### src/rtl/core/qbez_pkg.sv
// Shared constants and types for the quadratic Bezier point generator.
// No dependencies.
package qbez_pkg;

  localparam int FRACTION_BITS_DEF = 10;
  localparam int SCREEN_WIDTH      = 128;
  localparam int SCREEN_HEIGHT     = 64;
  localparam int STEP_SIZE         = 2;

  localparam int COORD_W   = 11;
  localparam int PIXEL_X_W = 7;
  localparam int PIXEL_Y_W = 6;
  localparam int PT_W      = 12;
  localparam int CFG_IDX_W = 3;

  localparam logic [CFG_IDX_W-1:0] REG_START_X   = 3'd0;
  localparam logic [CFG_IDX_W-1:0] REG_START_Y   = 3'd1;
  localparam logic [CFG_IDX_W-1:0] REG_CONTROL_X = 3'd2;
  localparam logic [CFG_IDX_W-1:0] REG_CONTROL_Y = 3'd3;
  localparam logic [CFG_IDX_W-1:0] REG_END_X     = 3'd4;
  localparam logic [CFG_IDX_W-1:0] REG_END_Y     = 3'd5;

  typedef struct packed {
    logic en;
    logic clr;
  } mac_ctl_t;

endpackage

### src/rtl/core/quadratic_bezier_point_generator_unit.sv
// Top level of the quadratic Bezier point generator.
// Depends on qbez_pkg and qbez_mac.
//
// Usage:
//   Control points p0/p1/p2 are written through cfg_we/cfg_index/cfg_data
//   (index 0..5: start_x, start_y, control_x, control_y, end_x, end_y); the
//   user must write them only while the block is idle; the block does not
//   enforce this. Writes to other indexes are dropped. Each input beat
//   (restart) produces one output beat (pixel_x, pixel_y, visible, last) for
//   the curve at t/2^FRACTION_BITS; t then steps by 2, wrapping to 0 after
//   the last sample. restart=1 evaluates at t=0. One shared multiplier runs
//   nine multiply steps (three weights, three terms per axis), then a finish
//   state scales, clips and loads the output register and the sequencer
//   returns to idle; a new beat is not taken until the last one has been
//   evaluated and loaded into the output register.
//   in_ready is high only while the sequencer is idle. A finished result
//   that the receiver stalls waits in the sequencer until the output
//   register frees; the held output beat does not block a new input beat.
//   Reset (rst, synchronous) clears t, the control points and out_valid.
module quadratic_bezier_point_generator_unit import qbez_pkg::*; #(
  parameter int FRACTION_BITS = FRACTION_BITS_DEF
) (
  input  logic                  clk,
  input  logic                  rst,
  input  logic                  cfg_we,
  input  logic [CFG_IDX_W-1:0]  cfg_index,
  input  logic [COORD_W-1:0]    cfg_data,
  input  logic                  in_valid,
  output logic                  in_ready,
  input  logic                  restart,
  output logic                  out_valid,
  input  logic                  out_ready,
  output logic [PIXEL_X_W-1:0]  pixel_x,
  output logic [PIXEL_Y_W-1:0]  pixel_y,
  output logic                  visible,
  output logic                  last
);

  localparam int T_W   = FRACTION_BITS + 1;
  localparam int WGT_W = 2 * FRACTION_BITS + 1;
  localparam int B_W   = (FRACTION_BITS + 2 > COORD_W) ? FRACTION_BITS + 2 : COORD_W;
  localparam int ACC_W = 2 * FRACTION_BITS + 12;
  localparam int SHIFT = 2 * FRACTION_BITS;
  localparam logic [T_W-1:0]   SCALE = {1'b1, {FRACTION_BITS{1'b0}}};
  localparam logic [ACC_W-1:0] BIAS  = {{(ACC_W - SHIFT){1'b0}}, {SHIFT{1'b1}}};

  localparam logic [1:0] S_IDLE = 2'd0;
  localparam logic [1:0] S_CALC = 2'd1;
  localparam logic [1:0] S_FIN  = 2'd2;

  localparam int STEP_W = 4;
  localparam logic [STEP_W-1:0] ST_UU  = 4'd0;
  localparam logic [STEP_W-1:0] ST_UT  = 4'd1;
  localparam logic [STEP_W-1:0] ST_TT  = 4'd2;
  localparam logic [STEP_W-1:0] ST_X0  = 4'd3;
  localparam logic [STEP_W-1:0] ST_X1  = 4'd4;
  localparam logic [STEP_W-1:0] ST_X2  = 4'd5;
  localparam logic [STEP_W-1:0] ST_Y0  = 4'd6;
  localparam logic [STEP_W-1:0] ST_Y1  = 4'd7;
  localparam logic [STEP_W-1:0] ST_Y2  = 4'd8;

  logic [1:0]              state;
  logic [STEP_W-1:0]       step;
  logic [T_W-1:0]          curve_param;
  logic [T_W-1:0]          t_cur;
  logic [T_W-1:0]          u_cur;
  logic [WGT_W-1:0]        uu;
  logic [WGT_W-1:0]        ut2;
  logic [WGT_W-1:0]        tt;
  logic signed [PT_W-1:0]  x_pt;
  logic signed [PT_W-1:0]  y_pt;
  logic                    vis;

  logic signed [COORD_W-1:0] start_x, start_y, control_x, control_y, end_x, end_y;

  mac_ctl_t                  mac_ctl;
  logic [WGT_W-1:0]          op_a;
  logic signed [B_W-1:0]     op_b;
  logic signed [WGT_W+B_W:0] prod;
  logic signed [ACC_W-1:0]   acc;

  function automatic logic signed [PT_W-1:0] scale_down(input logic signed [ACC_W-1:0] s);
    logic signed [ACC_W-1:0] b;
    b = s + (s[ACC_W-1] ? $signed(BIAS) : $signed({ACC_W{1'b0}}));
    return PT_W'(b >>> SHIFT);
  endfunction

  assign in_ready = (state == S_IDLE);
  assign u_cur    = SCALE - t_cur;

  always_comb begin
    op_a = '0;
    op_b = '0;
    case (step)
      ST_UU: begin
        op_a = WGT_W'(u_cur);
        op_b = $signed(B_W'(u_cur));
      end
      ST_UT: begin
        op_a = WGT_W'(u_cur);
        op_b = $signed(B_W'(t_cur));
      end
      ST_TT: begin
        op_a = WGT_W'(t_cur);
        op_b = $signed(B_W'(t_cur));
      end
      ST_X0: begin
        op_a = uu;
        op_b = B_W'(start_x);
      end
      ST_X1: begin
        op_a = ut2;
        op_b = B_W'(control_x);
      end
      ST_X2: begin
        op_a = tt;
        op_b = B_W'(end_x);
      end
      ST_Y0: begin
        op_a = uu;
        op_b = B_W'(start_y);
      end
      ST_Y1: begin
        op_a = ut2;
        op_b = B_W'(control_y);
      end
      ST_Y2: begin
        op_a = tt;
        op_b = B_W'(end_y);
      end
      default: begin
        op_a = '0;
        op_b = '0;
      end
    endcase
  end

  assign mac_ctl.en  = (state == S_CALC) && (step >= ST_X0);
  assign mac_ctl.clr = (step == ST_X0) || (step == ST_Y0);

  qbez_mac #(
    .A_W   (WGT_W),
    .B_W   (B_W),
    .ACC_W (ACC_W)
  ) u_mac (
    .clk  (clk),
    .ctl  (mac_ctl),
    .op_a (op_a),
    .op_b (op_b),
    .prod (prod),
    .acc  (acc)
  );

  assign y_pt = scale_down(acc);
  assign vis  = !x_pt[PT_W-1] && (x_pt < $signed(PT_W'(SCREEN_WIDTH))) &&
                !y_pt[PT_W-1] && (y_pt < $signed(PT_W'(SCREEN_HEIGHT)));

  always_ff @(posedge clk) begin
    if (rst) begin
      state       <= S_IDLE;
      out_valid   <= 1'b0;
      curve_param <= '0;
      start_x     <= '0;
      start_y     <= '0;
      control_x   <= '0;
      control_y   <= '0;
      end_x       <= '0;
      end_y       <= '0;
    end else begin
      if (cfg_we) begin
        case (cfg_index)
          REG_START_X:   start_x   <= cfg_data;
          REG_START_Y:   start_y   <= cfg_data;
          REG_CONTROL_X: control_x <= cfg_data;
          REG_CONTROL_Y: control_y <= cfg_data;
          REG_END_X:     end_x     <= cfg_data;
          REG_END_Y:     end_y     <= cfg_data;
          default: ;
        endcase
      end
      if (out_ready && (state != S_FIN)) begin
        out_valid <= 1'b0;
      end
      case (state)
        S_IDLE: begin
          if (in_valid) begin
            t_cur <= restart ? '0 : curve_param;
            step  <= ST_UU;
            state <= S_CALC;
          end
        end
        S_CALC: begin
          case (step)
            ST_UU:   uu   <= prod[WGT_W-1:0];
            ST_UT:   ut2  <= {prod[WGT_W-2:0], 1'b0};
            ST_TT:   tt   <= prod[WGT_W-1:0];
            ST_Y0:   x_pt <= scale_down(acc);
            default: ;
          endcase
          step <= step + 1'b1;
          if (step == ST_Y2) begin
            state <= S_FIN;
          end
        end
        S_FIN: begin
          if (!out_valid || out_ready) begin
            out_valid   <= 1'b1;
            pixel_x     <= vis ? x_pt[PIXEL_X_W-1:0] : '0;
            pixel_y     <= vis ? y_pt[PIXEL_Y_W-1:0] : '0;
            visible     <= vis;
            last        <= t_cur[FRACTION_BITS];
            curve_param <= t_cur[FRACTION_BITS] ? '0 : t_cur + T_W'(STEP_SIZE);
            state       <= S_IDLE;
          end
        end
        default: state <= S_IDLE;
      endcase
    end
  end

endmodule

### src/rtl/core/qbez_mac.sv
// Shared multiply-accumulate unit: one signed multiplier and an accumulator.
// Depends on qbez_pkg (mac_ctl_t).
module qbez_mac import qbez_pkg::*; #(
  parameter int A_W   = 2 * FRACTION_BITS_DEF + 1,
  parameter int B_W   = COORD_W,
  parameter int ACC_W = 2 * FRACTION_BITS_DEF + 12
) (
  input  logic                          clk,
  input  mac_ctl_t                      ctl,
  input  logic        [A_W-1:0]         op_a,
  input  logic signed [B_W-1:0]         op_b,
  output logic signed [A_W+B_W:0]       prod,
  output logic signed [ACC_W-1:0]       acc
);

  assign prod = $signed({1'b0, op_a}) * op_b;

  always_ff @(posedge clk) begin
    if (ctl.en) begin
      acc <= (ctl.clr ? '0 : acc) + $signed(prod[ACC_W-1:0]);
    end
  end

endmodule

### config.mk
export PLATFORM = sky130hd
export DESIGN_NAME = quadratic_bezier_point_generator_unit
export DESIGN_NICKNAME = d
export VERILOG_FILES = /design/src/rtl/core/qbez_pkg.sv /design/src/rtl/core/quadratic_bezier_point_generator_unit.sv /design/src/rtl/core/qbez_mac.sv
export SDC_FILE = /design/constraint.sdc
export NUM_CORES = 1
export LEC_CHECK = 0
export ABC_CLOCK_PERIOD_IN_PS = 23400
export BUFFER_PORTS_ARGS = -buffer_cell sky130_fd_sc_hd__buf_4
export CAP_MARGIN = 20
export CORE_UTILIZATION = 31
export CTS_CLUSTER_DIAMETER = 150
export DETAILED_ROUTE_END_ITERATION = 8
export HOLD_SLACK_MARGIN = 0.12
export MAX_ROUTING_LAYER = met4
export PLACE_DENSITY = 0.47
export SLEW_MARGIN = 5
export SYNTH_ARGS = -nofsm -noshare
export SYNTH_HDL_FRONTEND = slang
export SYNTH_SLANG_ARGS = --single-unit
### constraint.sdc
create_clock -name clk -period 23.4 [get_ports clk]
set_input_delay 1.17 -clock clk [delete_from_list [all_inputs] [get_ports clk]]
set_output_delay 1.17 -clock clk [all_outputs]
set_load 0.01 [all_outputs]
==> flow_summary_export.csv, run 1 <==
group,metric,value,unit
outcome,outcome,"complete, no violations",
floorplan,die_h,249,um
finish,fill_cells,6145,
yosys,synth_cells,2076,
finish,nets,2424,
yosys,ys_warn_count,0,
routing,wire_per_inst,19.0,um
yosys,synth.avg_cell_area,9.14,um^2
clock_network,clk_latency,570,ps
finish,multi_input_area,12000,um^2
critical_path,crit_fanout,14,
critical_path,crit_required,23680,ps
critical_path,cp_slowest_stage_delay,840,ps
floorplan,num_rows,90,
min_path,holdCritStartpoint,"start_y[6]$_SDFFE_PP0P_",
critical_path,crit_arrival,11350,ps
routing,postRouteAntennaNets,0,
finish,layout-drive-gt1-share,5.84,%
sta,period_needed,11070,ps
yosys,synth_nets,2430,
sta,hold_viol_final,0,
critical_path,critPathLaunch,"step[0]$_SDFFCE_PN0P_",
place,pre_cts_ws,12550,ps
critical_path,cp_num_cells,32,
yosys,ys_seq_elements,216,
sta,max_slew_margin,25.8,%
routing,drtIter0Drc,1056,
place,dp_hpwl,40800,um
job,cap_violations,0,
clock_network,cts_tree,"done",
critical_path,crit_buf_inv,3,
sta,holdWs,456,ps
floorplan,floorplan.initialDensity,31.4,%
yosys,synth_ff_type,"edfxtp_1",
global_route,grt_pass1_wl,87700,um
sta,period_share,47.3,%
global_route,antenna_found_initial,0,
critical_path,cpMostUsedCell,"fa_1",
critical_path,worst_path_max_delay_cell,"nand3_1",
finish,final_cell_mix,"381 x nand2_1, 262 x inv_1, 192 x fa_1",
clock_network,path_clk_slew,60,ps
finish,n_antenna_cell,0,
sta,worst_slack,12330,ps
yosys,async_reset_ff_share,0,%
routing,first_pass_iters,6,
place,io_buffers,36,
clock_network,cts_made_buffers,24,
critical_path,crit_end,"u_mac.acc[31]$_DFFE_PP_",
critical_path,cp_top_family,"adder cells",
floorplan,die_area,62200,um^2
sta,finalSetupViolCount,0,
sta,rsz0062_at_grt,"no",
clock_network,numClockSinks,216,
pwr,p_per_area,69.6,nW/um^2
floorplan,fp.dieW,249,um
routing,viasPerCell,5.09,
sta,skew,45.2,ps
yosys,synth_cell_types,68,
global_route,grtUsageTotal,18.4,%
yosys,synth_top_area_share,21.5,%
yosys,synthTopCellsByArea,"edfxtp_1 22%, fa_1 20%, ha_1 9.4%, dfxtp_1 8.4%, nand2_1 7.5%",
critical_path,rr_endpoint,"u_mac.acc[31]$_DFFE_PP_",
finish,area_delta_synth_final,10.6,%
clock_network,post_cts_buffers,0,
min_path,hold_class,"register to register",
critical_path,cp-start-kind,"register",
routing,drc,0,
clock_network,clk_path_buf_depth,3,
sta,finalSetupTns,0,ps
pwr,p_leak,8.79,nW
pwr,vdd_drop_max,0.0000634,V
floorplan,coreArea,60500,um^2
sta,finalMaxSlewViolations,0,
routing,wl,54600,um
min_path,hold_path_depth,2,
global_route,grt_start_max_net_pins,67,
yosys,synth_top_area_cell,"edfxtp_1",
finish,seqCellArea,5690,um^2
yosys,synth_edf_count,136,
clock_network,cts-root-buf,"clkbuf_16",
critical_path,cp-end-kind,"register",
sta,worstMarginPinSlew,1110,ps
critical_path,timing.rr.start,"step[0]$_SDFFCE_PN0P_",
global_route,overflow,0,
critical_path,path_class,"register to register",
finish,final_common_cell,"nand2_1",
place,place.gp.congestion,0.906,
clock_network,cts_max_level,1,
clock_network,cts_resized,0,
sta,fmaxAchievable,0.0903,GHz
yosys,ys_seq_area_share,30.0,%
yosys,synth_area,19000,um^2
global_route,grt_pass1_vias,15200,
routing,via_count,14600,
clock_network,holdBufCountCts,0,
critical_path,reg2regPathDepth,32,
critical_path,r2r_slack,12330,ps
floorplan,io_pins,37,
==> logic make-up (layout without fill, tap and decap cells) <==
logic type	count (synthesis)	in the layout	synth area share [%]
compound gates	340	340	12.0
flops	216	216	30.0
buf+inv	354	366	7.02
fa+ha+maj	334	334	29.6
simple gates	754	754	17.8
xor+xnor	78	78	3.60
==> through the flow <==
step	cells	utilization, %	area, um^2	power [W]
CTS	2868	34.6	21000	0.00147
finish	2870	34.7	21000	0.00146
detailed placement	2824	33.2	20100	0.00105
global placement	2824	33.2	20100	0.00105
floorplan	2076	-	19000	0.000890
global route	2870	34.7	21000	0.00156
==> worst reg2reg max path: cells and delay by family, from the launching register on <==
family / cells / cell delay, ps
fa+ha+maj: 8 / 3500
compound gates: 12 / 3090
simple gates: 7 / 2680
buf+inv: 3 / 760
flops: 1 / 420
xor+xnor: 2 / 340
==> flip-flops by register name (all words and copies together) (netlist names), 2 cells and up <==
register,count
start_y,11
uu,21
control_x,11
pixel_y,6
end_y,11
tt,21
ut2,20
control_y,11
state,2
curve_param,11
x_pt,12
step,4
t_cur,11
end_x,11
u_mac.acc,32
start_x,11
pixel_x,7
==> area by class of cell <==
class | instances | area share [%]
multi-input cells | 1506 | 57.2
inverters | 262 | 4.69
well taps | 782 | 4.66
flip-flops and latches | 216 | 27.1
clock buffers | 28 | 3.18
repair buffers | 60 | 2.24
clock inverters | 16 | 0.912
==> power by group <==
part	internal [W]	total (W)	switching, W	leakage (nW)
combinational	0.000215	0.000567	0.000352	6.46
sequential	0.000462	0.000482	0.0000195	1.90
clock	0.000241	0.000411	0.000171	0.424
total	0.000918	0.00146	0.000543	8.79
==> layer usage <==
metal	routed length (um)	vias to the layer above	track usage [%]
li1	-	6877	-
met1	25300	7330	24.7
met2	25500	343	29.7
met3	2780	58	2.22
met4	1050	0	4.13
met5	0	-	-
==> worst min-delay path by stage <==
stage / to / slack [ps]
5_1_grt: control_x[4]$_SDFFE_PP0P_ / 470
6_report: start_y[6]$_SDFFE_PP0P_ / 460
4_1_cts: start_y[4]$_SDFFE_PP0P_ / 460
2_1_floorplan: last$_DFFE_PP_ / 420
3_3_place_gp: end_x[4]$_SDFFE_PP0P_ / 440
3_5_place_dp: curve_param[10]$_SDFFE_PP0P_ / 440
==> synth_stat cells, types with 8 or more instances <==
master,n
a21o_1,29
nand2b_1,12
clkbuf_1,85
nor2_1,138
a22o_1,12
a221oi_1,12
nor2b_1,20
a211oi_1,8
nand2_1,381
fa_1,192
o21ai_0,25
nand4_1,12
dfxtp_1,80
inv_1,261
xor2_1,19
and3_1,30
nor3_1,23
o21bai_1,10
and2_1,63
nand3_1,36
ha_1,142
xnor2_1,59
a21oi_1,129
a31oi_1,10
o21a_1,11
a22oi_1,40
o211ai_1,8
edfxtp_1,136
(Power assumes the default switching activity.)
==> run 2, diff against run 1 <==
--- a/config.mk
+++ b/config.mk
@@ -5,7 +5,7 @@
 export SDC_FILE = /design/constraint.sdc
 export NUM_CORES = 1
 export LEC_CHECK = 0
-export ABC_CLOCK_PERIOD_IN_PS = 23400
+export ABC_CLOCK_PERIOD_IN_PS = 10700
 export BUFFER_PORTS_ARGS = -buffer_cell sky130_fd_sc_hd__buf_4
 export CAP_MARGIN = 20
 export CORE_UTILIZATION = 31
==> constraint.sdc (replaced) <==
create_clock -name clk -period 10.7 [get_ports clk]
set_input_delay 0.535 -clock clk [delete_from_list [all_inputs] [get_ports clk]]
set_output_delay 0.535 -clock clk [all_outputs]
set_load 0.01 [all_outputs]
==> run 2 against run 1 <==
  * Critical path depth increased by 4
  * Register-to-register slack got worse by 11000 ps
  * Setup slack got worse by 11000 ps
  * Clock skew decreased by 13 ps
  * Cell area about the same
  * Critical path type unchanged
  * Critical endpoint unchanged
  * Largest power group unchanged
  * Highest routed layer unchanged
==> flow_summary_export.csv, run 2 (synthesized netlist as in run 1, its figures left out) <==
group,metric,value,unit
routing,viasPerCell,5.08,
global_route,grt_start_max_net_pins,65,
critical_path,cp-start-kind,"register",
critical_path,path_class,"register to register",
floorplan,coreArea,60500,um^2
clock_network,clk_path_buf_depth,3,
sta,period_needed,9780,ps
sta,hold_viol_final,0,
routing,drtIter0Drc,1016,
routing,drc,0,
global_route,overflow,0,
sta,skew,31.9,ps
routing,route.met3.wl,2480,um
pwr,p_per_area,149,nW/um^2
clock_network,cts-root-buf,"clkbuf_16",
sta,finalMaxSlewViolations,0,
finish,layout-drive-gt1-share,6.16,%
finish,regMostFlops,"u_mac.acc",
sta,finalSetupViolCount,0,
routing,first_pass_iters,7,
routing,postRouteAntennaNets,0,
pwr,vdd_drop_max,0.000120,V
sta,period_share,91.4,%
sta,fmaxAchievable,0.102,GHz
global_route,grt_pass1_wl,88100,um
job,cap_violations,0,
min_path,hold_class,"input port to register",
routing,via_count,14600,
finish,n_antenna_cell,0,
clock_network,post_cts_buffers,0,
routing,wl,55000,um
clock_network,path_clk_slew,70,ps
routing,met1_length,26400,um
critical_path,cp_slowest_stage_delay,760,ps
outcome,outcome,"complete, no violations",
pwr,p_leak,8.80,nW
global_route,grtUsageTotal,18.5,%
pwr,total_power,0.00314,W
sta,rsz0062_at_grt,"no",
routing,wl_met2,24900,um
global_route,grt_pass1_vias,15200,
finish,nets,2433,
clock_network,holdBufCountCts,0,
sta,max_slew_margin,37.4,%
finish,final_common_cell,"nand2_1",
place,place.gp.congestion,0.967,
finish,area_delta_synth_final,10.5,%
floorplan,die_h,249,um
global_route,antenna_found_initial,0,
critical_path,crit_required,10980,ps
critical_path,crit_arrival,10060,ps
routing,top_layer_used,"met4",
floorplan,fp.dieW,249,um
floorplan,num_rows,90,
critical_path,crit_fanout,13,
sta,finalSetupTns,0,ps
floorplan,die_area,62200,um^2
floorplan,io_pins,37,
critical_path,cp-end-kind,"register",
critical_path,r2r_slack,920,ps
finish,biggestRegsByFlops,"u_mac.acc (32), tt (21), uu (21)",
clock_network,cts_max_level,1,
routing,wire_per_inst,19.1,um
clock_network,cts_made_buffers,24,
clock_network,numClockSinks,216,
sta,worstMarginPinSlew,939,ps
clock_network,cts_resized,0,
place,dp_hpwl,42300,um
finish,largest_reg_flops,32,
clock_network,clk_latency,560,ps
floorplan,floorplan.initialDensity,31.4,%
clock_network,cts_tree,"done",
finish,finish.utilization,34.7,%
finish,final_cell_mix,"381 x nand2_1, 261 x inv_1, 192 x fa_1",
place,io_buffers,36,
critical_path,worst_path_max_delay_cell,"a221oi_1",
[run 2: cell types whose count changed in the layout (fill, tap and decap cells not counted), sizes merged]
cell	previous run	this run
clkbuf	28	32
inv	266	264
clkinvlp	1	0
buf	60	69
bufinv	3	0
[run 2: cell type report]
type                       instances  area, um^2
timing repair buffer              69         538
multi-input combinational       1506       12000
tap                              782         978
clock inverter                    10        78.8
sequential                       216        5690
inverter                         262         983
clock buffer                      32         704
fill                            6157       39500
[run 2: critical path: cells and delay by family (launching register included)]
family,cells,cell delay (ps)
AOI/OAI and AO/OA,13,3450
adders and majority gates,8,3460
and+or+nand+nor,7,1380
buffers and inverters,6,520
DFF,1,420
xor gates and xnor gates,2,280
[run 2: final timing paths]
kind                                start                      endpoint  depth (start not counted)
min reg2reg  curve_param[10]$_SDFFE_PP0P_  curve_param[10]$_SDFFE_PP0P_                          2
min                           cfg_data[6]     control_y[6]$_SDFFE_PP0P_                          3
max                 step[0]$_SDFFCE_PN0P_       u_mac.acc[31]$_DFFE_PP_                         36
max reg2reg         step[0]$_SDFFCE_PN0P_       u_mac.acc[31]$_DFFE_PP_                         36
[run 2: through the flow]
stage          setup WS [ps]  cells  area [um^2]  hold slack [ps]
2_1_floorplan           2310   2076        19000              424
3_3_place_gp            1230   2834        20200              437
3_5_place_dp            1020   2834        20200              444
4_1_cts                  926   2876        21000              230
5_1_grt                  164   2877        21000              253
6_report                 917   2877        21000              260
[run 2: per-layer routing]
| layer | vias to the layer above | GRT usage [%] |
|---|---|---|
| li1 | 6897 | - |
| met1 | 7302 | 25.7 |
| met2 | 350 | 28.9 |
| met3 | 72 | 1.96 |
| met4 | 0 | 4.43 |
| met5 | - | - |
[run 2: power breakdown]
group          switching, W  internal [W]
Clock              0.000354      0.000466
Sequential        0.0000396       0.00101
Combinational      0.000784      0.000482
